===== config.mk =====
export PLATFORM = sky130hd
export DESIGN_NAME = bsfe_queue
export DESIGN_NICKNAME = d
export VERILOG_FILES = /design/src/sv/bitmap_shape_fill_engine_assert.svh /design/src/sv/bsfe_pkg.sv /design/src/sv/bsfe_queue.sv
export SDC_FILE = /design/constraint.sdc
export NUM_CORES = 1
export LEC_CHECK = 0
export BUFFER_PORTS_ARGS = -buffer_cell sky130_fd_sc_hd__buf_2
export CAP_MARGIN = 40
export CORE_UTILIZATION = 40
export CTS_CLUSTER_DIAMETER = 120
export DETAILED_ROUTE_END_ITERATION = 10
export SYNTH_ARGS = -nofsm -noshare
export SYNTH_HDL_FRONTEND = slang
export SYNTH_SLANG_ARGS = --single-unit
export TNS_END_PERCENT = 100

===== constraint.sdc =====
create_clock -name clk -period 10.95 [get_ports clk]
set_input_delay 0 -clock clk [delete_from_list [all_inputs] [get_ports clk]]
set_output_delay 0 -clock clk [all_outputs]
set_load 0.01 [all_outputs]

===== src/sv/bitmap_shape_fill_engine_assert.svh =====
// ----------------------------------------------------------------------------
// Assertion macros for the bitmap shape fill engine
// Clocked on clk, disabled while rst_n is low.
// ----------------------------------------------------------------------------
`ifndef BITMAP_SHAPE_FILL_ENGINE_ASSERT_SVH
`define BITMAP_SHAPE_FILL_ENGINE_ASSERT_SVH

// same-cycle implication
`define BSFE_ASSERT_IMP(lbl, ante, cons, msg) \
  lbl: assert property (@(posedge clk) disable iff (!rst_n) (ante) |-> (cons)) \
    else $error(msg);

// next-cycle implication
`define BSFE_ASSERT_NXT(lbl, ante, cons, msg) \
  lbl: assert property (@(posedge clk) disable iff (!rst_n) (ante) |=> (cons)) \
    else $error(msg);

`endif


===== src/sv/bsfe_pkg.sv =====
// ----------------------------------------------------------------------------
// bsfe_pkg
// Shared types, codes and helpers of the bitmap shape fill engine.
// ----------------------------------------------------------------------------
package bsfe_pkg;

  localparam int MAX_DIM_DEF = 64;
  localparam int ROW_W       = 64;
  localparam int Q_DEPTH     = 2;

  localparam logic [1:0] KIND_SQUARE = 2'd0;
  localparam logic [1:0] KIND_TRI    = 2'd1;
  localparam logic [1:0] KIND_LINE   = 2'd2;
  localparam logic [1:0] KIND_READ   = 2'd3;

  localparam logic [1:0] ST_DRAWN = 2'd0;
  localparam logic [1:0] ST_RANGE = 2'd1;
  localparam logic [1:0] ST_ROW   = 2'd2;

  localparam logic [1:0] CFG_COLS = 2'd0;
  localparam logic [1:0] CFG_ROWS = 2'd1;

  typedef enum logic [1:0] {
    OP_DRAW,
    OP_READ,
    OP_REPORT
  } op_t;

  // how the row mask evolves from one row to the next
  typedef enum logic [1:0] {
    MD_HOLD,
    MD_DROP_HI,
    MD_DROP_LO,
    MD_SLIDE
  } mode_t;

  typedef struct packed {
    op_t               op;
    logic [1:0]        status;
    logic signed [7:0] row0;
    logic              up;
    logic [6:0]        count;
    logic [ROW_W-1:0]  mask;
    mode_t             mode;
    logic [6:0]        lim;
  } cmd_t;

  // len bits set starting at column lo
  function automatic logic [ROW_W-1:0] span(input logic [6:0] lo, input logic [6:0] len);
    logic [ROW_W-1:0] m;
    m = '0;
    if (len != 7'd0 && lo < 7'(ROW_W)) begin
      if (len >= 7'(ROW_W)) m = '1;
      else m = (ROW_W'(1) << len) - ROW_W'(1);
      m = m << lo;
    end
    return m;
  endfunction

endpackage


===== src/sv/bsfe_queue.sv =====
// ----------------------------------------------------------------------------
// bsfe_queue
// Short command FIFO between the front and back ends.
// ----------------------------------------------------------------------------
module bsfe_queue import bsfe_pkg::*; (
  input  logic clk,
  input  logic rst_n,
  input  logic push,
  input  cmd_t push_cmd,
  input  logic pop,
  output cmd_t pop_cmd,
  output logic full,
  output logic empty
);

  localparam int QAW = (Q_DEPTH > 1) ? $clog2(Q_DEPTH) : 1;

  cmd_t             slot_r [Q_DEPTH];
  logic [QAW-1:0]   wr_ptr_r, rd_ptr_r;
  logic [QAW:0]     cnt_r;

  assign full    = (cnt_r == (QAW+1)'(Q_DEPTH));
  assign empty   = (cnt_r == '0);
  assign pop_cmd = slot_r[rd_ptr_r];

  always_ff @(posedge clk) begin
    if (push) slot_r[wr_ptr_r] <= push_cmd;
  end

  always_ff @(posedge clk) begin
    if (!rst_n) begin
      wr_ptr_r <= '0;
      rd_ptr_r <= '0;
      cnt_r    <= '0;
    end else begin
      if (push) wr_ptr_r <= (wr_ptr_r == QAW'(Q_DEPTH - 1)) ? '0 : wr_ptr_r + 1'b1;
      if (pop)  rd_ptr_r <= (rd_ptr_r == QAW'(Q_DEPTH - 1)) ? '0 : rd_ptr_r + 1'b1;
      case ({push, pop})
        2'b10:   cnt_r <= cnt_r + 1'b1;
        2'b01:   cnt_r <= cnt_r - 1'b1;
        default: ;
      endcase
    end
  end

endmodule


==> flow_summary.json <==
{
  "status": "finished clean",
  "cp-end-kind": "primary output",
  "cap_violations": 0,
  "worstPathArrival_ns": 2.41,
  "routed_via_density": 4.518,
  "finalPower_mw": 1.632,
  "hold_start": "push_cmd[75]",
  "reg2regPathDepth": 2,
  "path_buf_inv": 2,
  "drtIter0Drc": 183,
  "holdWs_ns": 0.2980,
  "hold_depth": 2,
  "design_area_mm2": 0.009664,
  "wirelength_um": 12800,
  "skew_ns": 0.006127,
  "crit_chain": "buf_4 -> mux2_2 -> buf_2",
  "rows": 47,
  "drive_gt1_share_pct": 51.20,
  "rr_endpoint": "slot_r[1][27]",
  "reg2reg_slack_ns": 8.91,
  "grt_pass1_wl_um": 20010,
  "fmax_mhz": 415.0,
  "setup_viol": 0,
  "p_per_area_mw_per_mm2": 168.8,
  "die_h_um": 133.5,
  "root_buffer": "clkbuf_16",
  "grt_antenna_before_repair": 0,
  "clk_path_buf_depth": 2,
  "post-route-util_pct": 57.66,
  "max_stage_delay_ns": 0.74,
  "grt-ovfl-total": 0,
  "numCtsBuffers": 17,
  "crit_required_ns": 10.95,
  "syn_inst": 311,
  "crit_type": "flop to primary output",
  "critical_path.top_delay_family": "buffers and inverters",
  "seq_area_frac_synth_pct": 82.20,
  "worst_path_max_delay_cell": "dfxtp_4",
  "syn_area_mm2": 0.006917,
  "core-area_mm2": 0.01676,
  "vias": 3818,
  "holdPathEnd": "slot_r[0][75]",
  "slew-limit-headroom_pct": 53.49,
  "dpl_cell_area_mm2": 0.008124,
  "drv_slew": 0,
  "period_needed_ns": 2.410,
  "clk_pin_slew_ns": 0.07,
  "fin_nets": 710,
  "rsz0062_at_grt": "no",
  "antenna_cells": 0,
  "cts_tree": "built",
  "drt_pass1_iterations": 4,
  "dpl.hpwl_um": 7867,
  "cts_setup_buffers": 0,
  "crit-reg2reg-launch": "wr_ptr_r",
  "synth_cell_types": 17,
  "gp_congestion": 0.7339,
  "synth_seq_cells": 191,
  "area_growth_pct": 39.73,
  "htreeDepth": 4,
  "setup_tns_ns": 0,
  "worst-slew-pin-transition_ns": 0.6976,
  "syn_nets": 409,
  "hp-class": "input pin to flop",
  "grt_pass1_vias": 4033,
  "hold_violations": 0,
  "numPortBuffers": 191,
  "wl_per_cell_um": 15.15,
  "grtUsageTotal_pct": 14.87,
  "drc": 0,
  "num-fill-cells": 1316,
  "yosysWarnings": 0,
  "path_max_fanout": 50,
  "cp-start-kind": "flop",
  "syn_avg_cell_area_um2": 22.24,
  "dieArea_mm2": 0.01782,
  "p_leak_nw": 3.641,
  "insertion_delay_ns": 0.42,
  "initial_core_util_pct": 41.27,
  "grt_max_degree": 52,
  "peakVddDrop_v": 0.0001053,
  "io_pins": 192,
  "cts.sinks": 191,
  "die_w_um": 133.5,
  "ant_nets": 0,
  "period_share_pct": 22.01
}
area by class of cell:
type                    instances  area, µm²  share of cell area (%)
flip-flops and latches        191       5689                   58.87
repair buffers                292       1957                   20.25
multi-input cells             109       1170                   12.11
clock buffers                  19      432.9                   4.480
well taps                     220      275.3                   2.848
clock inverters                13      136.4                   1.411
inverters                       1      3.754                 0.03884
worst max-delay path by stage:
stage          startpoint       endpoint  slack, ns  cells after the start
5_1_grt              flop    pop_cmd[79]       8.38                      3
6_report             flop    pop_cmd[67]       8.54                      3
3_3_place_gp     wr_ptr_r  slot_r[1][55]       8.89                      2
2_1_floorplan    wr_ptr_r   slot_r[0][0]       6.20                      1
4_1_cts              flop    pop_cmd[58]       8.43                      3
3_5_place_dp     wr_ptr_r  slot_r[1][55]       8.86                      2
worst reg2reg max path, stage by stage, from the launching register on:
cell and delay [ns]:
dfxtp_1 0.39, and2_4 0.58, buf_4 0.68
layer usage:
layer / GRT usage [%] / vias up / share of wire [%]
li1: - / 1829 / -
met1: 18.49 / 1851 / 44
met2: 24.45 / 128 / 49
met3: 5.213 / 10 / 6.2
met4: 4.545 / 0 / 0.91
met5: 0 / - / 0
synthesized netlist by cell type (all sizes together):
master	n	share of area, %
dfxtp	5	1.4
nor2	2	0.11
or3	1	0.091
and2	4	0.36
nor2b	1	0.091
buf	10	0.98
and2b	1	0.13
a21boi	1	0.11
o21ai	1	0.072
mux2	93	15
xor2	1	0.13
o21a	1	0.11
inv	1	0.054
edfxtp	186	81
ha	1	0.18
xnor2	2	0.25
what timing repair did:
| item | 4_1_cts | 5_1_grt |
|---|---|---|
| endpoints found under the hold margin | 191 | 0 |
| endpoints found under the setup margin | 0 | 0 |
| gates resized for setup | 0 | 0 |
| hold buffers | 97 | 0 |
placed cells by master (no fill, tap or decap), types with 2 or more instances in the layout:
| master | n |
|---|---|
| clkinv_1 | 2 |
| clkinv_4 | 2 |
| dlygate4sd3_1 | 97 |
| buf_4 | 4 |
| inv_6 | 3 |
| clkbuf_16 | 17 |
| buf_2 | 191 |
| xnor2_1 | 2 |
| clkinv_2 | 2 |
| mux2_2 | 93 |
| clkinvlp_4 | 2 |
| bufinv_16 | 2 |
| dfxtp_1 | 4 |
| edfxtp_1 | 186 |
| and2_1 | 3 |
| clkbuf_1 | 2 |
logic make-up after synthesis:
kind of cell    share of synthesized area, %
mux                                    15.14
compound gates                        0.2894
flops                                  82.20
fa+ha+maj                             0.1809
simple gates                          0.7780
xor+xnor                              0.3800
buf+inv                                1.031
where the power goes:
group          total [mW]  leakage (nW)  switching, mW  internal [mW]
Clock               0.591         0.273          0.254          0.337
Combinational       0.182          1.58         0.0830         0.0986
Sequential          0.859          1.79         0.0149          0.844
sequential cells by signal, summed over array words and instances (netlist names), named ones only:
register  cells
slot_r      186
cnt_r         2
rd_ptr_r      1
wr_ptr_r      1
through the flow:
step	setup WS, ns	instances
2_1_floorplan	6.198	311
3_3_place_gp	8.892	716
3_5_place_dp	8.855	716
4_1_cts	8.435	845
5_1_grt	8.379	845
6_report	8.540	845
(Power assumes the default switching activity.)
